--- config.mk ---
export PLATFORM = sky130hd
export DESIGN_NAME = hjp_front
export DESIGN_NICKNAME = d
export VERILOG_FILES = /design/src/rtl/core/hjp_pkg.sv /design/src/rtl/core/hjp_front.sv
export SDC_FILE = /design/constraint.sdc
export NUM_CORES = 1
export LEC_CHECK = 0
export BUFFER_PORTS_ARGS = -buffer_cell sky130_fd_sc_hd__buf_2
export CAP_MARGIN = 20
export CORE_ASPECT_RATIO = 1.75
export CORE_MARGIN = 4
export CORE_UTILIZATION = 45
export DETAILED_ROUTE_END_ITERATION = 10
export PLACE_DENSITY = 0.75
export RECOVER_POWER = 100
export SYNTH_ARGS = -nofsm -noshare
export SYNTH_HDL_FRONTEND = slang
export SYNTH_SLANG_ARGS = --single-unit
--- constraint.sdc ---
create_clock -name aclk -period 2.7 [get_ports aclk]
set_input_delay 0.675 -clock aclk [delete_from_list [all_inputs] [get_ports aclk]]
set_output_delay 0.675 -clock aclk [all_outputs]
set_load 0.05 [all_outputs]
--- src/rtl/core/hjp_pkg.sv ---
`timescale 1ns / 1ps
// ----------------------------------------------------------------------------
// hjp_pkg
// Shared types and constants of the hash-join probe engine.
// ----------------------------------------------------------------------------
package hjp_pkg;

    // Table geometry, tied to the widths of the entry and word index fields
    localparam int TABLE_ENTRIES = 1024;
    localparam int MAX_KEY_WORDS = 8;

    // Multiplier of the 32-bit MurmurHash1 mix
    localparam logic [31:0] MURMUR_M = 32'hc6a4a793;

    // Result status codes
    localparam logic [1:0] ST_FOUND       = 2'd0;
    localparam logic [1:0] ST_NOT_PRESENT = 2'd1;
    localparam logic [1:0] ST_NO_MATCH    = 2'd2;

    // Configuration register indexes
    localparam logic [1:0] CFG_KEY_WORDS   = 2'd0;
    localparam logic [1:0] CFG_ENTRY_COUNT = 2'd1;
    localparam logic [1:0] CFG_WIDE_MODE   = 2'd2;
    localparam logic [1:0] CFG_EMPTY_KEY   = 2'd3;

    // Input item modes
    localparam logic MODE_LOAD   = 1'b0;
    localparam logic MODE_LOOKUP = 1'b1;

    // Header of a command passed from front to back
    typedef struct packed {
        logic       is_lookup;
        logic       no_slots;
        logic [3:0] word_index;
    } hjp_cmd_hdr_t;

    localparam int HDR_W = $bits(hjp_cmd_hdr_t);

    typedef enum logic [2:0] {
        FR_IDLE,
        FR_INIT,
        FR_MIX,
        FR_FIN1,
        FR_FIN2,
        FR_DIV,
        FR_PUSH
    } hjp_front_state_t;

    typedef enum logic [3:0] {
        BK_IDLE,
        BK_SETUP,
        BK_ADDR,
        BK_CMP,
        BK_EVAL,
        BK_PLO_A,
        BK_PLO,
        BK_PHI_A,
        BK_PHI,
        BK_OUT
    } hjp_back_state_t;

endpackage

--- src/rtl/core/hjp_front.sv ---
`timescale 1ns / 1ps
// ----------------------------------------------------------------------------
// hjp_front
// Accepts beats, collects key words, hashes the key and reduces it to a
// start slot, then queues load and lookup commands.
// ----------------------------------------------------------------------------
module hjp_front #(
    parameter int TABLE_ENTRIES = 1024,
    parameter int MAX_KEY_WORDS = 8,
    parameter int SLOT_W        = 10,
    parameter int KW_W          = 4,
    parameter int N_W           = 11,
    parameter int DATA_W        = 16
) (
    input  logic              aclk,
    input  logic              aresetn,
    input  logic              s_valid,
    output logic              s_ready,
    input  logic              s_mode,
    input  logic [9:0]        s_entry_index,
    input  logic [3:0]        s_word_index,
    input  logic [31:0]       s_data_word,
    input  logic              s_last_key_word,
    input  logic [KW_W-1:0]   kw_eff,
    input  logic [N_W-1:0]    n_eff,
    input  logic              fifo_full,
    output logic              push,
    output logic [DATA_W-1:0] push_data
);

    localparam int IW    = (MAX_KEY_WORDS > 1) ? $clog2(MAX_KEY_WORDS) : 1;
    localparam int KC_W  = $clog2(MAX_KEY_WORDS + 1);
    localparam int KEY_W = MAX_KEY_WORDS * 32;

    hjp_pkg::hjp_front_state_t state_reg, state_next;

    logic [31:0]     key_buf_reg [MAX_KEY_WORDS];
    logic [KC_W-1:0] key_cnt_reg;
    logic [31:0]     hash_reg;
    logic [KC_W-1:0] idx_reg;
    logic [N_W-1:0]  rem_reg;
    logic [4:0]      div_cnt_reg;

    logic              accept;
    logic              load_ok;
    logic [31:0]       mul_a;
    logic [31:0]       mul_p;
    logic [N_W:0]      rem_shift;
    logic [N_W:0]      rem_sub;
    logic [KEY_W-1:0]  key_vec;
    hjp_pkg::hjp_cmd_hdr_t hdr;

    assign accept  = s_valid && s_ready;
    assign load_ok = (s_mode == hjp_pkg::MODE_LOAD)
                     && (32'(s_entry_index) < TABLE_ENTRIES)
                     && (32'(s_word_index) < MAX_KEY_WORDS + 2);

    // Shared hash multiplier
    always_comb begin
        case (state_reg)
            hjp_pkg::FR_INIT: mul_a = 32'(kw_eff) << 2;
            hjp_pkg::FR_MIX:  mul_a = hash_reg + key_buf_reg[idx_reg[IW-1:0]];
            default:          mul_a = hash_reg;
        endcase
    end
    assign mul_p = mul_a * hjp_pkg::MURMUR_M;

    // One restoring division step
    assign rem_shift = {rem_reg, hash_reg[31]};
    assign rem_sub   = (rem_shift >= {1'b0, n_eff}) ? rem_shift - {1'b0, n_eff} : rem_shift;

    // Next state
    always_comb begin
        state_next = state_reg;
        unique case (state_reg)
            hjp_pkg::FR_IDLE: begin
                if (accept && s_mode == hjp_pkg::MODE_LOOKUP && s_last_key_word) begin
                    state_next = hjp_pkg::FR_INIT;
                end
            end
            hjp_pkg::FR_INIT: begin
                state_next = (kw_eff == '0) ? hjp_pkg::FR_FIN1 : hjp_pkg::FR_MIX;
            end
            hjp_pkg::FR_MIX: begin
                if ((32'(idx_reg) + 1) == 32'(kw_eff)) begin
                    state_next = hjp_pkg::FR_FIN1;
                end
            end
            hjp_pkg::FR_FIN1: state_next = hjp_pkg::FR_FIN2;
            hjp_pkg::FR_FIN2: begin
                state_next = (n_eff == '0) ? hjp_pkg::FR_PUSH : hjp_pkg::FR_DIV;
            end
            hjp_pkg::FR_DIV: begin
                if (div_cnt_reg == 5'd31) begin
                    state_next = hjp_pkg::FR_PUSH;
                end
            end
            hjp_pkg::FR_PUSH: begin
                if (!fifo_full) begin
                    state_next = hjp_pkg::FR_IDLE;
                end
            end
            default: state_next = hjp_pkg::FR_IDLE;
        endcase
    end

    // Pack the key buffer for the queue
    always_comb begin
        for (int i = 0; i < MAX_KEY_WORDS; i++) begin
            key_vec[32*i +: 32] = key_buf_reg[i];
        end
    end

    // Outputs: handshake and queue push
    always_comb begin
        s_ready   = 1'b0;
        push      = 1'b0;
        hdr       = '0;
        push_data = '0;
        unique case (state_reg)
            hjp_pkg::FR_IDLE: begin
                s_ready        = !fifo_full;
                push           = accept && load_ok;
                hdr.is_lookup  = 1'b0;
                hdr.word_index = s_word_index;
                push_data      = {hdr, SLOT_W'(s_entry_index), KEY_W'(s_data_word)};
            end
            hjp_pkg::FR_PUSH: begin
                push           = !fifo_full;
                hdr.is_lookup  = 1'b1;
                hdr.no_slots   = (n_eff == '0);
                push_data      = {hdr, SLOT_W'(rem_reg), key_vec};
            end
            default: begin
                s_ready = 1'b0;
            end
        endcase
    end

    // Control registers
    always_ff @(posedge aclk) begin
        if (!aresetn) begin
            state_reg   <= hjp_pkg::FR_IDLE;
            key_cnt_reg <= '0;
            for (int i = 0; i < MAX_KEY_WORDS; i++) begin
                key_buf_reg[i] <= '0;
            end
        end else begin
            state_reg <= state_next;
            // Collect key words, drop those past the buffer
            if (accept && s_mode == hjp_pkg::MODE_LOOKUP
                && 32'(key_cnt_reg) < MAX_KEY_WORDS) begin
                key_buf_reg[key_cnt_reg[IW-1:0]] <= s_data_word;
                key_cnt_reg <= key_cnt_reg + 1'b1;
            end
            // Clear the buffer once the lookup is queued
            if (state_reg == hjp_pkg::FR_PUSH && !fifo_full) begin
                key_cnt_reg <= '0;
                for (int i = 0; i < MAX_KEY_WORDS; i++) begin
                    key_buf_reg[i] <= '0;
                end
            end
        end
    end

    // Hash and division datapath
    always_ff @(posedge aclk) begin
        case (state_reg)
            hjp_pkg::FR_INIT: begin
                hash_reg <= mul_p;
                idx_reg  <= '0;
            end
            hjp_pkg::FR_MIX: begin
                hash_reg <= mul_p ^ (mul_p >> 16);
                idx_reg  <= idx_reg + 1'b1;
            end
            hjp_pkg::FR_FIN1: hash_reg <= mul_p ^ (mul_p >> 10);
            hjp_pkg::FR_FIN2: begin
                hash_reg    <= mul_p ^ (mul_p >> 17);
                rem_reg     <= '0;
                div_cnt_reg <= '0;
            end
            hjp_pkg::FR_DIV: begin
                rem_reg     <= rem_sub[N_W-1:0];
                hash_reg    <= hash_reg << 1;
                div_cnt_reg <= div_cnt_reg + 5'd1;
            end
            default: begin
                hash_reg <= hash_reg;
            end
        endcase
    end

endmodule

# Word-level counts from Yosys, hierarchy flattened

Memories as Yosys holds them, arrays and structs flattened.
Index checks and enable logic that the tools add are counted.

Add/sub/neg operators: 4
Order comparisons: 2
Equal/unequal tests: 12
Multiplexer cells: 30
Bitwise operators: 10
Reductions and logical operators: 16

Operators with widths:

| kind                                              | count |
|---|---|
| two-way mux 32 bit                                | 9 |
| case mux 16 bit (2 select lines)                  | 1 |
| OR reduction 32 bit                               | 1 |
| case mux 3 bit (7 select lines)                   | 1 |
| two-way mux 3 bit                                 | 5 |
| logical NOT 11 bit                                | 1 |
| two-way mux 1 bit                                 | 10 |
| case mux 5 bit (2 select lines)                   | 1 |
| == test 3 bit, second input constant              | 3 |
| adder 4 x 1 -> 4 bit, second input constant       | 2 |
| less-than comparator 4 bit, second input constant | 2 |
| != test 2 bit, second input constant              | 4 |
| OR 1 bit                                          | 8 |
| case mux 4 bit (2 select lines)                   | 1 |
| logical AND 1 bit                                 | 7 |
| == test 3 x 2 -> 1 bit, second input constant     | 2 |
| adder 4 x 1 -> 5 bit, second input constant       | 1 |
| adder 5 x 1 -> 5 bit, second input constant       | 1 |
| == test 5 x 4 -> 1 bit                            | 1 |
| == test 5 bit, second input constant              | 1 |
| logical NOT 4 bit                                 | 1 |
| AND reduction 4 bit                               | 1 |
| nonzero test 2 bit                                | 2 |
| == test 3 x 1 -> 1 bit, second input constant     | 1 |
| other kinds (6)                                   | 7 |

Register bits after elaboration: 16
RAM bits: 256
Input bits: 67
Output and inout port bits: 18
Logic and storage cells: 79
Memories kept: 1

Memories:

| name        | depth | bits a word | read ports | clocked after memory_dff | wr ports | RTL line        | RTL |
|---|---|---|---|---|---|---|---|
| key_buf_reg | 8     | 32          | 1          | 0                        | 8        | hjp_front.sv:37 | `logic [31:0] key_buf_reg [MAX_KEY_WORDS];` |

# Longest topological paths before layout

Depth in word-level cells: 10
Mapped depth: 6

# Worst setup path after synthesis

OpenSTA, ideal clock, no wires.

Path kind: reg-to-output
Start point: register state_reg[1]
End point: output port push
Data arrival time: 1.796 ns
Required time: 2.025 ns
Slack: 0.229 ns
Stages on the path, launching flop included: 5
Buffers on the path: 1
Path through: dfxtp_1 > clkbuf_1 > nor3_2 > nand4b_1 > a21oi_1

Longest elaborated chain between the ends: 5
Elaborated cells on any way between the ends: 6
Those cells by class: eq/ne (1); mux (2); reduce/logical (3)

Ends and longest elaborated chain:

| element                             | RTL line         | RTL |
|---|---|---|
| start: declaration                  | hjp_front.sv:35  | `hjp_pkg::hjp_front_state_t state_reg, state_next;` |
| start signal: assignment            | hjp_front.sv:143 | `state_reg <= hjp_pkg::FR_IDLE;` |
| start signal: assignment            | hjp_front.sv:149 | `state_reg <= state_next;` |
| logical NOT 3 bit                   | hjp_front.sv:120 | `unique case (state_reg)` |
| two-way mux 1 bit                   | hjp_front.sv:120 |  |
| logical AND 1 bit                   | hjp_front.sv:53  | `assign accept = s_valid && s_ready;` |
| logical AND 1 bit                   | hjp_front.sv:123 | `push = accept && load_ok;` |
| case mux 1 bit (2 select lines) (*) | hjp_front.sv:120 |  |
| end: declaration                    | hjp_front.sv:27  | `output logic push,` |

Every way passes the cells marked *; elsewhere a longest branch is shown, timed or not.

# Worst setup path after layout

Start point: register state_reg[1]
End point: output port push_data[6]

Longest elaborated chain between the ends: 2
Elaborated cells on any way between the ends: 3
Those cells by class: eq/ne (1); mux (1); reduce/logical (1)

Ends and longest elaborated chain:

| element                                            | RTL line         | RTL |
|---|---|---|
| == test 3 bit or logical NOT 3 bit (tied branches) | hjp_front.sv:120 |  |
| case mux 16 bit (2 select lines) (*)               | hjp_front.sv:120 |  |
| end: declaration                                   | hjp_front.sv:28  | `output logic [DATA_W-1:0] push_data` |

Marks and branches as above.

==> impl_metrics.toml <==
[run_status]
status = "finished, final reports clean"

[sta]
finalMaxSlewViolations = 0
setup_viol = 0
max_freq_mhz = 392
tns_ns = 0
maxSlewHeadroom_pct = 63.2
rsz0062_at_grt = "false"
hold_viol = 0
worstMarginPinSlew_ns = 0.552
min_period_ns = 2.55
fin_crit_sh_pct = 94.5
clock_skew_ns = 0.00408

[clock_tree]
cts_tree = "built"
insertion_delay_ns = 0.27
ctsLongestPathBuffers = 2
cts_root_buf = "clkbuf_8"
htreeDepth = 2
ctsHoldBuffers = 0
clock-sinks = 32
clkTransAtPathRegs_ns = 0.06
postCtsSetupBuffers = 0
cts_resized = 1
cts-buffers-inserted = 5

[synth]
syn_avg_cell_area_um2 = 11.2
synth-async-reset-ratio_pct = 0
synth_cells = 156
synth-seq-area-share_pct = 50.9
synth_top_area_share_pct = 42.9
synth_seq_cells = 32
yosysWarningCount = 0
syn_nets = 227
synth_area_leaders = "edfxtp_1, a22o_1, dfxtp_1"
synth_top_area_cell = "edfxtp_1"
synthFlopType = "edfxtp_1"
synth.distinct_cells = 38
yosysMostFrequentCell = "edfxtp_1"
synth_edf_count = 25
synth_commonest_cells = "edfxtp_1, and2_1, a22o_1"
synthesis.area_um2 = 1750

[floorplan]
std_cell_rows = 29
fp.dieW_um = 55.2
start_util_pct = 47.3
die_y_um = 90.5
die_area_um2 = 4990
ios = 85
core_area_um2 = 3700

[setup_path]
critPathTopFamily = "simple AND/OR/NAND/NOR gates"
slowest_delay_ns = 0.53
cp-start-kind = "flop"
critical_path.max_fanout = 16
required_ns = 2.03
worstPathCellList = "nor2b_1 -> and2_1 -> a22o_1 -> clkbuf_2"
critPathCaptureType = "output pin"
slowest_stage = "and2_1"
arrival_ns = 1.88
path_class = "reg -> out"
worst-path-buf-inv = 1

[routing]
avgRoutedWirePerCell_um = 12.6
drc_errors = 0
first_iter_violations = 7
first_pass_iters = 4
vias = 1377
drt-vias-per-instance = 5.22
ant_nets = 0
wl_um = 3320

[global_route]
grt_use_total_pct = 14.7
grt_start_max_net_pins = 18
grt_pass1_wl_um = 5400
grt_pass1_vias = 1297
gr-total-overflow = 0
antenna_found_initial = 0

[worst_hold_path]
hp-class = "reg -> reg"

[final_layout]
largest_reg_flops = 16
syn_to_final_growth_pct = 22.7
nNetsFinal = 289
drive_gt1_share_pct = 32.1
antenna_cells = 0
nFillCells = 332
utilization_pct = 58.1

[power_and_ir_drop]
p_leak_nw = 0.895
ir_drop_v = 0.000465
power_w = 0.00165
pwr_density_cell_nw_per_um2 = 766

[place]
numPortBuffers = 57
place_hpwl_um = 2700
place_congestion = 0.741

[run]
maxCapViolCount = 0
## cells by family (layout without fill, tap and decap cells)
family	count (synthesis)	count (layout)	share of synthesized area, %
AO/OA/AOI/OAI	31	31	13.9
buffers and inverters	13	75	3.64
XOR/XNOR	11	11	6.36
AND/OR/NAND/NOR	64	64	21.8
multiplexers	1	1	0.571
adder cells (fa/ha/maj)	4	4	2.86
flip-flops	32	32	50.9
## worst reg2reg max path, stage by stage (launching register included)
cell      delay [ns]
dfxtp_1         0.30
clkbuf_1        0.24
or3_1           0.51
nor3_4          0.26
and4b_4         0.37
or2_2           0.36
## final timing paths
check / startpoint / endpoint / slack, ns / cells after the start
max: state_reg[1] / push_data[6] / 0.15 / 4
min: key_cnt_reg[1] / key_cnt_reg[1] / 0.55 / 2
max reg2reg: state_reg[1] / key_buf_reg[0][6] / 0.32 / 5
min reg2reg: key_cnt_reg[1] / key_cnt_reg[1] / 0.55 / 2
## layer usage
metal | GRT usage [%] | wire, um
met2 | 24.1 | 1600
met3 | 3.97 | 292
met4 | 6.09 | 67
met5 | 0 | 0
met1 | 17.1 | 1370
## layout make-up
| cell class | count | area [um2] | area share [%] |
|---|---|---|---|
| Timing Repair Buffer | 63 | 319 | 14.8 |
| Clock inverter | 1 | 5.00 | 0.233 |
| Clock buffer | 6 | 72.6 | 3.38 |
| Inverter | 5 | 18.8 | 0.873 |
| Tap cell | 46 | 57.6 | 2.68 |
| Multi-Input combinational cell | 111 | 786 | 36.6 |
| Sequential cell | 32 | 891 | 41.4 |
## cell usage in the layout (no fill, tap or decap), types with 6 or more instances in the layout
cell type,instances
and2_0,7
xnor2_1,7
dfxtp_1,7
nor2_1,15
nand3_1,6
clkbuf_2,16
a22o_1,16
and2_1,11
edfxtp_1,25
buf_2,41
## power breakdown
group / internal [W] / switching, W / total, W
sequential: 0.000587 / 0.0000270 / 0.000614
combinational: 0.000234 / 0.000471 / 0.000704
clock: 0.000175 / 0.000153 / 0.000327
## stage by stage
step           cells  instance area [um2]  setup slack (ns)  hold slack, ns
6_report         264                 2150             0.148           0.545
5_1_grt          264                 2150            0.0209           0.597
4_1_cts          264                 2170             0.152           0.550
3_5_place_dp     257                 2090             0.279           0.540
3_3_place_gp     257                 2090             0.294           0.537
2_1_floorplan    156                 1750             0.229           0.507
Power figures use the tool's default switching activity.
