**src/rtl/core/hjp_fifo.sv**
```systemverilog
`timescale 1ns / 1ps
// ----------------------------------------------------------------------------
// hjp_fifo
// Two-entry command queue between the front and back of the probe engine.
// ----------------------------------------------------------------------------
module hjp_fifo #(
    parameter int DATA_W = 8
) (
    input  logic              aclk,
    input  logic              aresetn,
    input  logic              push,
    input  logic [DATA_W-1:0] push_data,
    output logic              full,
    input  logic              pop,
    output logic [DATA_W-1:0] pop_data,
    output logic              not_empty
);

    logic [DATA_W-1:0] entry_reg [2];
    logic              wr_ptr_reg;
    logic              rd_ptr_reg;
    logic [1:0]        count_reg;

    assign full      = (count_reg == 2'd2);
    assign not_empty = (count_reg != 2'd0);
    assign pop_data  = entry_reg[rd_ptr_reg];

    // Store pushed beats
    always_ff @(posedge aclk) begin
        if (push) begin
            entry_reg[wr_ptr_reg] <= push_data;
        end
    end

    // Advance pointers and occupancy
    always_ff @(posedge aclk) begin
        if (!aresetn) begin
            wr_ptr_reg <= 1'b0;
            rd_ptr_reg <= 1'b0;
            count_reg  <= 2'd0;
        end else begin
            if (push) begin
                wr_ptr_reg <= ~wr_ptr_reg;
            end
            if (pop) begin
                rd_ptr_reg <= ~rd_ptr_reg;
            end
            case ({push, pop})
                2'b10:   count_reg <= count_reg + 2'd1;
                2'b01:   count_reg <= count_reg - 2'd1;
                default: count_reg <= count_reg;
            endcase
        end
    end

endmodule

```
**config.mk**
```make
export PLATFORM = sky130hd
export DESIGN_NAME = hjp_fifo
export DESIGN_NICKNAME = d
export VERILOG_FILES = /design/src/rtl/core/hjp_fifo.sv
export SDC_FILE = /design/constraint.sdc
export NUM_CORES = 1
export LEC_CHECK = 0
export BUFFER_PORTS_ARGS = -buffer_cell sky130_fd_sc_hd__buf_4
export CAP_MARGIN = 20
export CORE_MARGIN = 5
export CORE_UTILIZATION = 52
export CTS_BUF_LIST = sky130_fd_sc_hd__clkbuf_4 sky130_fd_sc_hd__clkbuf_8 sky130_fd_sc_hd__clkbuf_16
export CTS_CLUSTER_SIZE = 25
export DETAILED_ROUTE_END_ITERATION = 8
export GPL_ROUTABILITY_DRIVEN = 0
export PLACE_DENSITY = 0.83
export SLEW_MARGIN = 0
export SYNTH_ARGS = -nofsm -noshare
export SYNTH_HDL_FRONTEND = slang
export SYNTH_SLANG_ARGS = --single-unit
```
**constraint.sdc**
```tcl
create_clock -name aclk -period 3 [get_ports aclk]
set_input_delay 0.3 -clock aclk [delete_from_list [all_inputs] [get_ports aclk]]
set_output_delay 0.3 -clock aclk [all_outputs]
set_load 0.02 [all_outputs]
```
## After elaboration in Yosys (flattened, before gate mapping)

Memories as Yosys holds them, arrays and structs flattened. A register that Yosys moved wholly into a read port is not among the register bits.
Index checks and enable logic that the tools add are counted.

| word-level totals | value |
|---|---|
| register bits | 4 |
| latch bits | 0 |
| bits in writable memories | 16 |
| memory bits (read-only) | 0 |
| input port bits | 12 |
| output and inout port bits | 10 |
| logic and storage cells | 18 |
| memories kept | 1 |

| operators by class | value |
|---|---|
| add/sub/neg operators | 2 |
| multipliers | 0 |
| divide/modulo/power cells | 0 |
| $lt $le $gt $ge | 0 |
| equality and inequality tests | 3 |
| shifts and indexed selects | 0 |
| muxes and demuxes | 5 |
| bitwise logic cells | 2 |
| reductions and logical operators | 2 |

Memories:

| name | words | bits a word | rd ports | clocked after Yosys merged registers in | write ports | line | text |
|---|---|---|---|---|---|---|---|
| entry_reg | 2 | 8 | 1 | 1 | 1 | 19 | `logic [DATA_W-1:0] entry_reg [2];` |

Operators by type and width:

| kind | count |
|---|---|
| 2-bit equality test, second input constant | 2 |
| 1-bit two-way mux | 4 |
| 2-bit case mux with 2 select lines | 1 |
| 2-bit nonzero test | 2 |
| 2-bit by 1-bit adder with 2-bit output, second input constant | 1 |
| 2-bit by 1-bit equality test with 1-bit output, second input constant | 1 |
| 1-bit NOT | 2 |
| 2-bit by 1-bit subtractor with 2-bit output, second input constant | 1 |

## Longest topological paths before layout

Gate-level depths: netlist of run 1.

| logic depth | value |
|---|---|
| word-level depth | 3 |
| mapped depth | 5 |
| gate-level depth less buffers | 5 |

## Least setup slack after synthesis of run 1

OpenSTA, ideal clock, no wires.

| timing path | value |
|---|---|
| kind | input -> register |
| from | in push |
| to | reg count_reg[1] |
| setup time | 0.070 ns |
| arrival time | 1.102 ns |
| required time | 2.930 ns |
| setup slack | 1.828 ns |
| cell stages on the path | 4 |
| path buffers | 0 |
| cell sequence | inv_1 ha_1 or3_1 a21boi_1 |

| on the way | value |
|---|---|
| word-level cells in the longest chain between the ends | 2 |
| elaborated cells between the ends (all ways) | 4 |
| classes of those cells | eq/ne (2); mux (1); reduce/logical (1) |

RTL lines:

| item | line | text |
|---|---|---|
| from (decl) | 11 | `input logic push,` |
| 2-bit by 1-bit equality test with 1-bit output or 2-bit equality test (tied branches) | 48 | `case ({push, pop})` |
| 2-bit case mux with 2 select lines or 2-bit nonzero test (tied branches) | -- |  |
| to (signal assigned) | 49 | `2'b10: count_reg <= count_reg + 2'd1;` |
| to (signal assigned) | 50 | `2'b01: count_reg <= count_reg - 2'd1;` |
| to (signal assigned) | 51 | `default: count_reg <= count_reg;` |
| to (decl) | 22 | `logic [1:0] count_reg;` |

Parallel ways exist; a longest one is shown, timed or not.
A chain may end at the register's enable or synchronous reset.

==> impl_summary.txt, run 1 <==
----------------------------------------------------
[Run status]
  Run status ... finished, final reports clean

[Yosys]
  Number of instances in the synthesized netlist ... 47
  Most common cell in the netlist ... sky130_fd_sc_hd__edfxtp_1
  Async set-reset flop share out of synthesis ... 0
  Sequential area share after synthesis ... 0.731
  Netlist area before placement ... slightly below 800 sq um
  Count of different cell masters after synthesis ... 17
  Ranking of synthesized cells by area ... sky130_fd_sc_hd__edfxtp_1, sky130_fd_sc_hd__dfxtp_1, sky130_fd_sc_hd__mux2_2
  Synthesized flop and latch total ... 21
  Net Count, Synth ... 60
  Dominant synthesized flop cell ... sky130_fd_sc_hd__edfxtp_1
  Synthesized area per cell ... approximately 17 sq um
  Number of flops mapped to enable cells by yosys ... 16
  Cell type contributing the most total cell area after synthesis ... sky130_fd_sc_hd__edfxtp_1
  YS warnings ... 0
  Most used standard cells in the synthesized netlist ... sky130_fd_sc_hd__edfxtp_1, sky130_fd_sc_hd__mux2_2, sky130_fd_sc_hd__dfxtp_1
  Share of the synthesized area in the top cell type ... 0.605

[Worst setup path]
  Largest stage delay, worst path ... ~0.53 ns
  Data arrival, critical path ... approximately 1.4 ns
  Critical path, cell by cell ... mux2_2 -> buf_4
  Slack of the worst reg-to-reg path ... approximately 1.7 ns
  Worst-path maximum fanout ... 8
  Crit-path leading delay family ... flip-flops
  Buf+Inv Stages, Crit Path ... 1
  Category of the critical setup timing path ... flip-flop to output pin
  Kind of end point of the critical path ... output pin
  Req. time, crit path ... 2.70 ns
  Start of the worst register-to-register path ... wr_ptr_reg$_SDFFE_PN0P_
  End of the worst register-to-register path ... entry_reg[0][3]$_DFFE_PP_
  Max stage delay cell, worst path ... sky130_fd_sc_hd__dfxtp_1
  Type of origin of the critical path ... flip-flop
  Cells on worst reg2reg path ... 1

[Placement]
  Port Buffer Count ... 21
  Placed cell count ... 83
  Cell area after placement ... 967 sq um
  Detailed-placement wirelength estimate ... 923 um

[CTS]
  Number of buffers on the longest clock path ... 2
  Hold buffer count at cts ... 0
  Worst-Skew Late Latency ... approximately 0.29 ns
  Clock transition at the registers of the reported paths ... ~0.11 ns
  Buffer cell driving the clock tree root ... sky130_fd_sc_hd__clkbuf_4
  Cts bufs inserted ... 3
  Post-CTS Setup Bufs ... 0
  Number of clock sinks ... 21
  Number of gates resized after CTS ... 0
  Htree depth ... 1
  TritonCTS clock tree ... built

[Routing]
  Number of iterations in the first detailed-routing pass ... 4
  Violation count after the first detailed-route iteration ... 2
  Final routed DRC violation total ... 0
  Antenna viol nets, final ... 0
  Routed wire length per instance ... between 10 and 15 um
  Via density per instance ... 5.06
  Wire length after detailed routing ... 1.23 mm
  Via count ... 440

[STA]
  Final hold slack ... 0.182 ns
  Fmax ... 0.601 GHz
  Clock period minus final worst setup slack ... about 1.7 ns
  Period Utilization, post-route ... 0.554
  Slew at the pin closest to its max-slew limit ... between 0.7 and 0.8 ns
  Clock tree skew after final layout ... around 0.0025 ns
  Number of hold violations in the final report ... 0
  Max_slew headroom ... 0.513
  RSZ-0062 raised after global routing ... no
  Final Max Tran Viols ... 0
  Sum of negative setup slack ... 0 ns
  Final setup viols ... 0

[Layout]
  Proportion of layout cells with a drive suffix above 1 ... 0.493
  P&R area growth vs syn ... 25.5%
  Nets ... 85
  Number of flip-flops under the largest register name ... 16
  Post-route design area ... around 1000 sq um
  N_diodes ... 0
  Number of standard cells in the layout, taps in and fillers out ... 87
  Fill cells ... between 100 and 150

[Global routing]
  First-pass GRT wire length ... between 1.5 and 2 mm
  Maximum number of pins on one net before global-route repair ... 12
  GRT Total Usage ... 0.105
  Vias in the first global route ... around 470
  Antenna violations before repair ... 0
  Global route total overflow ... 0

[Floorplanning]
  DIE HEIGHT ... roughly 50 um
  Initial Util ... 0.540
  Die width ... 49.1 um
  Core footprint ... ~0.0015 sq mm
  Die footprint ... approximately 0.0024 sq mm
  Number of standard-cell rows in the floorplan ... 14
  Ports ... 22

[Pwr]
  Total leakage power ... 0.000396 uW
  Highest ir drop seen on vdd ... about 0.00036 V
  Power per standard cell area ... ~600 mW/mm^2

[Run]
  Maximum capacitance violations ... 0

[Worst hold path]
  Worst min-delay path startpoint ... push_data[0]
  Worst hold path class ... input pin to flip-flop
  Number of instances on the worst hold path ... 1
  Worst Hold End ... entry_reg[0][0]$_DFFE_PP_

----------------------------------------------------
kinds of logic after synthesis:
logic type	synth area share
adders and majority gates	0.0157
DFF	0.731
and+or+nand+nor	0.0709
muxes	0.113
buffers and inverters	0.0110
xor gates and xnor gates	0.0331
AOI/OAI and AO/OA	0.0252
per-stage QoR:
stage,util,worst slack (ns),total power [uW]
5_1_grt,0.678,1.28,607
2_1_floorplan,-,1.83,408
3_3_place_gp,0.657,1.61,448
4_1_cts,0.678,1.32,583
6_report,0.678,1.34,583
3_5_place_dp,0.657,1.60,452
worst max path at each step:
stage	depth (start not counted)	endpoint	slack, ns
after detailed placement	3	entry_reg[0][3]$_DFFE_PP_	1.60
after global placement	3	entry_reg[0][4]$_DFFE_PP_	1.61
final	2	pop_data[2]	1.34
after global routing	2	pop_data[2]	1.28
after CTS	2	pop_data[2]	1.32
after floorplan	4	count_reg[1]$_SDFFE_PN0P_	1.83
final cells by class:
| cell class | count | area, sq um | share of cell area |
|---|---|---|---|
| flip-flops and latches | 21 | 581 | 0.582 |
| multi-input cells | 24 | 205 | 0.206 |
| repair buffers | 21 | 158 | 0.158 |
| clock buffers | 4 | 30.0 | 0.0301 |
| well taps | 16 | 20.0 | 0.0201 |
| inverters | 1 | 3.75 | 0.00376 |
where the power goes:
group          internal (uW)  switching, uW  total (uW)
Clock                   60.8           78.9         140
Sequential               333           11.2         344
Combinational           53.6           46.3        99.9
routing by layer:
layer,up-vias,global-route usage,wire (um)
li1,216,-,-
met1,207,0.113,501
met2,15,0.178,631
met3,2,0.0367,80
met4,0,0.0538,14
met5,-,0,0
cells in the final DEF, fill, tap and decap left out:
| cell | n |
|---|---|
| sky130_fd_sc_hd__and2_1 | 4 |
| sky130_fd_sc_hd__nor2b_1 | 1 |
| sky130_fd_sc_hd__mux2_2 | 8 |
| sky130_fd_sc_hd__o21ai_0 | 1 |
| sky130_fd_sc_hd__nor2_1 | 1 |
| sky130_fd_sc_hd__o21a_1 | 1 |
| sky130_fd_sc_hd__clkbuf_4 | 4 |
| sky130_fd_sc_hd__ha_1 | 1 |
| sky130_fd_sc_hd__and2b_2 | 1 |
| sky130_fd_sc_hd__edfxtp_1 | 16 |
| sky130_fd_sc_hd__buf_4 | 21 |
| sky130_fd_sc_hd__xnor2_1 | 2 |
| sky130_fd_sc_hd__a21boi_1 | 1 |
| sky130_fd_sc_hd__or2_2 | 1 |
| sky130_fd_sc_hd__dfxtp_1 | 5 |
| sky130_fd_sc_hd__inv_1 | 1 |
| sky130_fd_sc_hd__or3_1 | 1 |
| sky130_fd_sc_hd__xor2_1 | 1 |
No activity file was read; power rests on OpenSTA's default activity.
==> run 2, diff against run 1 <==
- CORE_UTILIZATION: 52 -> 44
- PLACE_DENSITY: 0.83 -> 0.76
- clock period: 3 -> 1.5 ns (I/O delays scaled with it)
==> run 2 against run 1 <==
Effect of this change:
- wire length fell by 7.5%
- largest power group unchanged
- clock power rose by 81%
- total power rose by 95%
- sequential power rose by 100%
- largest cell class unchanged
- critical path depth did not move
- sequential cell count did not move
- combinational power rose by 100%
- final cell count rose by 11%
==> impl_summary.txt, run 2 (same netlist as run 1, synthesis figures left out) <==
----------------------------------------------------
[Run status]
  Run status ... finished, final reports clean

[Routing]
  Number of iterations in the first detailed-routing pass ... 1 (-3)
  Routed wire length per instance ... 11.7 um (-17%)
  Via count ... 420 (-4.5%)
  Antenna viol nets, final ... 0 (unchanged)
  Final routed DRC violation total ... 0 (unchanged)
  Via density per instance ... 4.33 (-14%)
  Wire length after detailed routing ... 1.14 mm (-7.5%)
  Violation count after the first detailed-route iteration ... 0 (-2)

[Layout]
  Nets ... 86 (+1.2%)
  Post-route design area ... 0.00101 sq mm (+1.8%)
  Final Util ... 0.588 (-0.0900)
  Number of flip-flops under the largest register name ... 16 (unchanged)
  Fill cells ... 142 (+25%)
  Most frequent cells in the layout ... sky130_fd_sc_hd__buf_4, sky130_fd_sc_hd__edfxtp_1, sky130_fd_sc_hd__mux2_2, sky130_fd_sc_hd__and2_1, sky130_fd_sc_hd__dfxtp_1
  P&R area growth vs syn ... 27.7%
  Most common cell after layout, fill and taps aside ... sky130_fd_sc_hd__buf_4
  Proportion of layout cells with a drive suffix above 1 ... 0.514 (+0.0209)
  N_diodes ... 0 (unchanged)

[Run]
  Maximum capacitance violations ... 0 (unchanged)

[Placement]
  Cell area after placement ... 986 sq um (+1.9%)
  Port Buffer Count ... 21 (unchanged)
  Detailed-placement wirelength estimate ... 864 um (-6.4%)

[STA]
  Clock tree skew after final layout ... 0.00681 ns (+0.00431 ns)
  Number of hold violations in the final report ... 0 (unchanged)
  Period Utilization, post-route ... 0.936
  Final setup viols ... 0 (unchanged)
  RSZ-0062 raised after global routing ... no
  Clock period minus final worst setup slack ... 1.40 ns
  Slew at the pin closest to its max-slew limit ... 0.368 ns (-0.360 ns)
  Final Max Tran Viols ... 0 (unchanged)
  Fmax ... ~0.7 GHz
  Final hold slack ... 0.0368 ns (-0.145 ns)
  Max_slew headroom ... 0.755 (+0.242)
  Sum of negative setup slack ... 0 ns (unchanged)

[Global routing]
  GRT Total Usage ... 0.0840 (-0.0208)
  Global route total overflow ... 0 (unchanged)
  Vias in the first global route ... 406 (-13%)
  Antenna violations before repair ... 0 (unchanged)
  Maximum number of pins on one net before global-route repair ... 13 (+1)
  First-pass GRT wire length ... 1.63 mm (-18%)

[Worst setup path]
  Data arrival, critical path ... 1.25 ns (-0.11 ns)
  Buf+Inv Stages, Crit Path ... 1 (unchanged)
  Crit-path leading delay family ... flip-flops
  End of the worst register-to-register path ... count_reg[1]$_SDFFE_PN0P_
  Type of origin of the critical path ... flip-flop
  Slack of the worst reg-to-reg path ... 0.48 ns (-1.26 ns)
  Cells on worst reg2reg path ... 3 (+2)
  Critical path, cell by cell ... mux2_2 -> buf_4
  Largest stage delay, worst path ... 0.45 ns (-0.08 ns)
  Max stage delay cell, worst path ... sky130_fd_sc_hd__dfxtp_2
  Kind of end point of the critical path ... output pin
  Worst-path maximum fanout ... 8 (unchanged)
  Req. time, crit path ... 1.35 ns (-1.35 ns)
  Category of the critical setup timing path ... flip-flop to output pin
  Start of the worst register-to-register path ... count_reg[0]$_SDFFE_PN0P_

[CTS]
  Number of buffers on the longest clock path ... 2 (unchanged)
  Clock transition at the registers of the reported paths ... 0.11 ns (about the same)
  Number of clock sinks ... 21 (unchanged)
  TritonCTS clock tree ... built
  Cts bufs inserted ... 3 (unchanged)
  Htree depth ... 1 (unchanged)
  Buffer cell driving the clock tree root ... sky130_fd_sc_hd__clkbuf_4
  Worst-Skew Late Latency ... 0.29 ns (about the same)

[Pwr]
  Power per standard cell area ... 1120 mW/mm^2 (+92%)
  Combinational cell fraction of total power ... 0.176 (+0.005)
  Highest ir drop seen on vdd ... 0.000519 V (+45%)
  Net switching power ... 266 uW (+95%)
  Total leakage power ... 0.000401 uW (+1.1%)
  Relative contribution of the clock network to total power ... 0.222 (-0.017)
  Cell internal power dissipation ... 874 uW (+96%)
  Net switching share of the total power ... 0.233 (-0.000536)
  Part of the total power dissipated in sequential elements ... 0.602 (+0.013)

[Floorplanning]
  Ports ... 22 (unchanged)
  Core footprint ... 0.00173 sq mm (+17%)
  Die width ... 52.5 um (+6.9%)
  Initial Util ... 0.460 (-0.0798)
  Number of standard-cell rows in the floorplan ... 15 (+1)
  DIE HEIGHT ... 52.5 um (+6.9%)
  Die footprint ... 0.00276 sq mm (+14%)

[Worst hold path]
  Number of instances on the worst hold path ... 1 (unchanged)
  Worst min-delay path startpoint ... push_data[7]
  Worst hold path class ... input pin to flip-flop
  Worst Hold End ... entry_reg[1][7]$_DFFE_PP_

----------------------------------------------------
==> run 2: cell types whose count changed in the layout (fill, tap and decap cells not counted) <==
cell | before | now
sky130_fd_sc_hd__dfxtp_2 | 0 | 1
sky130_fd_sc_hd__clkinv_2 | 0 | 1
sky130_fd_sc_hd__dfxtp_1 | 5 | 4
sky130_fd_sc_hd__clkbuf_4 | 4 | 3
sky130_fd_sc_hd__buf_4 | 21 | 22
==> run 2: repair_timing <==
item,in CTS,in global routing
buffers inserted,0,0
hold buffers,0,0
endpoints found under the setup margin,8,0
gates resized for setup,1,0
==> run 2: power groups by stage <==
stage | clock network, uW | registers (uW) | logic (uW)
3_3_place_gp | 0 | 699 | 200
5_1_grt | 293 | 691 | 216
2_1_floorplan | 0 | 689 | 126
4_1_cts | 259 | 688 | 204
6_report | 253 | 687 | 201
3_5_place_dp | 0 | 701 | 204
==> run 2: metal layers <==
metal  share of wire  routed length [um]  global-route usage  vias to the layer above
met5               0                   0                   0                        -
met4               0                   0              0.0255                        0
met3           0.055                  62              0.0256                        0
met2            0.53                 596               0.157                       11
met1            0.42                 476              0.0886                      191
li1                -                   -                   -                      218
==> run 2: layout make-up <==
cell class | count | area, sq um | share of cell area
sequential | 21 | 582 | 0.573
clock inverter | 1 | 5.00 | 0.00493
inverter | 1 | 3.75 | 0.00370
clock buffer | 3 | 22.5 | 0.0222
timing repair buffer | 22 | 165 | 0.163
tap | 25 | 31.3 | 0.0308
multi-input combinational | 24 | 205 | 0.202
==> run 2: worst max path at each step <==
stage / from / endpoint / slack, ns / cells past startpoint
4_1_cts: flip-flop / pop_data[6] / 0.08 / 2
2_1_floorplan: wr_ptr_reg$_SDFFE_PN0P_ / entry_reg[0][0]$_DFFE_PP_ / 0.42 / 1
3_5_place_dp: push / count_reg[1]$_SDFFE_PN0P_ / 0.29 / 5
3_3_place_gp: flip-flop / pop_data[3] / 0.30 / 2
6_report: flip-flop / pop_data[6] / 0.1 / 2
5_1_grt: flip-flop / pop_data[6] / 0.04 / 2
==> run 2: through the flow <==
| stage | power, uW | setup slack [ns] | instances |
|---|---|---|---|
| 2_1_floorplan | 815 | 0.418 | 47 |
| 3_3_place_gp | 899 | 0.302 | 93 |
| 3_5_place_dp | 904 | 0.294 | 93 |
| 4_1_cts | 1150 | 0.0765 | 97 |
| 5_1_grt | 1200 | 0.0405 | 97 |
| 6_report | 1140 | 0.0953 | 97 |
==> run 3, diff against run 2 <==
==> constraint.sdc (replaced) <==
create_clock -name aclk -period 1.5 [get_ports aclk]
set_input_delay 0.075 -clock aclk [delete_from_list [all_inputs] [get_ports aclk]]
set_output_delay 0.075 -clock aclk [all_outputs]
set_load 0.02 [all_outputs]
==> run 3 against run 2 <==
Effect of this change:
- total power up 2.2%
- critical path depth is the same
- sequential power hardly changed
==> impl_summary.txt, run 3 (same netlist as run 1, synthesis figures left out) <==
----------------------------------------------------
[Placement]
  Port Buffer Count ... 21 (unchanged)
  Placed cell count ... 93 (unchanged)
  Detailed-placement wirelength estimate ... 864 um (unchanged)

[Worst hold path]
  Number of instances on the worst hold path ... 3 (+2)
  Worst hold path class ... input pin to flip-flop
  Worst Hold End ... wr_ptr_reg$_SDFFE_PN0P_
  Worst min-delay path startpoint ... push

[Layout]
  Number of standard cells in the layout, taps in and fillers out ... 106 (+9.3%)
  Nets ... 95 (+10%)
  P&R area growth vs syn ... 39.1%
  Most common cell after layout, fill and taps aside ... sky130_fd_sc_hd__buf_4
  Most frequent cells in the layout ... sky130_fd_sc_hd__buf_4, sky130_fd_sc_hd__edfxtp_1, sky130_fd_sc_hd__dlygate4sd3_1, sky130_fd_sc_hd__mux2_2
  Fill cells ... 138 (-2.8%)
  Number of flip-flops under the largest register name ... 16 (unchanged)
  N_diodes ... 0 (unchanged)
  Proportion of layout cells with a drive suffix above 1 ... 0.457 (-0.0571)
  Multi-input gate area ... 205 sq um (unchanged)
  Seq. cell area ... 582 sq um (unchanged)

[Floorplanning]
  Initial Util ... 0.460 (unchanged)
  Ports ... 22 (unchanged)
  Die width ... 52.5 um (unchanged)
  Number of standard-cell rows in the floorplan ... 15 (unchanged)
  DIE HEIGHT ... 52.5 um (unchanged)
  Core footprint ... 0.00173 sq mm (unchanged)
  Die footprint ... 0.00276 sq mm (unchanged)

[Worst setup path]
  Largest stage delay, worst path ... 0.45 ns (about the same)
  Type of origin of the critical path ... flip-flop
  Max stage delay cell, worst path ... sky130_fd_sc_hd__dfxtp_2
  Start of the worst register-to-register path ... count_reg[0]$_SDFFE_PN0P_
  Req. time, crit path ... 1.42 ns (+0.07 ns)
  End of the worst register-to-register path ... count_reg[1]$_SDFFE_PN0P_
  Data arrival, critical path ... 1.26 ns (about the same)
  Kind of end point of the critical path ... output pin
  Critical path, cell by cell ... mux2_2 -> buf_4
  Category of the critical setup timing path ... flip-flop to output pin
  Worst-path maximum fanout ... 8 (unchanged)
  Slack of the worst reg-to-reg path ... 0.48 ns (about the same)
  Cells on worst reg2reg path ... 3 (unchanged)

[CTS]
  Cts bufs inserted ... 3 (unchanged)
  Number of buffers on the longest clock path ... 2 (unchanged)
  Clock transition at the registers of the reported paths ... 0.11 ns (about the same)
  Worst-Skew Late Latency ... 0.29 ns (about the same)
  Number of clock sinks ... 21 (unchanged)
  Post-CTS Setup Bufs ... 0 (unchanged)
  TritonCTS clock tree ... built
  Buffer cell driving the clock tree root ... sky130_fd_sc_hd__clkbuf_4
  Htree depth ... 1 (unchanged)

[Pwr]
  Highest ir drop seen on vdd ... 0.000521 V (+0.39%)
  Total leakage power ... 0.000438 uW (+9.4%)
  Power per standard cell area ... 1050 mW/mm^2 (-6.2%)

[Global routing]
  First-pass GRT wire length ... 1.81 mm (+11%)
  Antenna violations before repair ... 0 (unchanged)
  Global route total overflow ... 0 (unchanged)
  Maximum number of pins on one net before global-route repair ... 13 (unchanged)
  Vias in the first global route ... 438 (+7.9%)
  GRT Total Usage ... 0.0925 (+0.00846)

[Routing]
  Final routed DRC violation total ... 0 (unchanged)
  Wire length after detailed routing ... 1.24 mm (+9.6%)
  Antenna viol nets, final ... 0 (unchanged)
  Via count ... 460 (+9.5%)
  Violation count after the first detailed-route iteration ... 0 (unchanged)
  Number of iterations in the first detailed-routing pass ... 1 (unchanged)
  Routed wire length per instance ... 11.7 um (+0.30%)
  Via density per instance ... 4.34 (+0.22%)

[STA]
  Clock period minus final worst setup slack ... 1.34 ns (-0.0695 ns)
  Sum of negative setup slack ... 0 ns (unchanged)
  Number of hold violations in the final report ... 0 (unchanged)
  RSZ-0062 raised after global routing ... no
  Max_slew headroom ... 0.758 (+0.00303)
  Clock tree skew after final layout ... 0.00359 ns (-0.00322 ns)
  Fmax ... 0.749 GHz (+5.2%)
  Final setup viols ... 0 (unchanged)
  Slew at the pin closest to its max-slew limit ... 0.363 ns (-0.00454 ns)
  Final Max Tran Viols ... 0 (unchanged)
  Period Utilization, post-route ... 0.890 (-0.0464)

[Run status]
  Run status ... finished, final reports clean

[Run]
  Maximum capacitance violations ... 0 (unchanged)

----------------------------------------------------
run 3: per-stage QoR:
stage	hold WS, ns	setup WS, ns	total power, uW	util	instance area, sq um
after floorplan	0.174	0.418	815	-	795
after global placement	0.261	0.377	899	0.571	986
after detailed placement	0.262	0.369	904	0.571	986
after CTS	0.0144	0.0315	1170	0.633	1090
after global routing	0.0850	0.113	1220	0.640	1100
final	0.103	0.165	1160	0.640	1100
run 3: area by class of cell:
| class | instances | area share |
|---|---|---|
| repair buffers | 31 | 0.231 |
| multi-input cells | 24 | 0.186 |
| flip-flops and latches | 21 | 0.527 |
| inverters | 1 | 0.00340 |
| clock inverters | 1 | 0.00453 |
| clock buffers | 3 | 0.0204 |
| well taps | 25 | 0.0283 |
run 3: metal layers:
layer  vias up  part of all wire  track usage
met5         -                 0            0
met4         0                 0       0.0255
met3         0             0.044       0.0256
met2        11              0.53        0.176
met1       212              0.43       0.0978
li1        237                 -            -
run 3: what timing repair did:
| item | in CTS | in global routing |
|---|---|---|
| hold buffers | 8 | 1 |
| setup endpoints to repair | 0 | 2 |
| hold endpoints to repair | 16 | 1 |
| resized for setup | 0 | 1 |
run 3: worst max-delay path, delay by kind of cell (launching register included):
kind | cells | cell delay [ns]
flops | 1 | 0.45
buf+inv | 1 | 0.16
mux | 1 | 0.36
run 3: worst max path at each step:
| stage | endpoint | slack (ns) | start | cells past startpoint |
|---|---|---|---|---|
| global placement | pop_data[3] | 0.38 | flip-flop | 2 |
| finish | pop_data[5] | 0.16 | flip-flop | 2 |
| floorplan | entry_reg[0][0]$_DFFE_PP_ | 0.42 | wr_ptr_reg$_SDFFE_PN0P_ | 1 |
| global route | pop_data[5] | 0.11 | flip-flop | 2 |
| detailed placement | count_reg[1]$_SDFFE_PN0P_ | 0.37 | push | 5 |
| CTS | pop_data[6] | 0.03 | flip-flop | 2 |
run 3: report_power, final:
group          switching (uW)  total (uW)  leakage, uW  internal, uW
combinational            95.7         221     0.000228           125
sequential               21.4         687     0.000192           666
clock                     158         257    0.0000177          98.9
total                     275        1160     0.000438           889
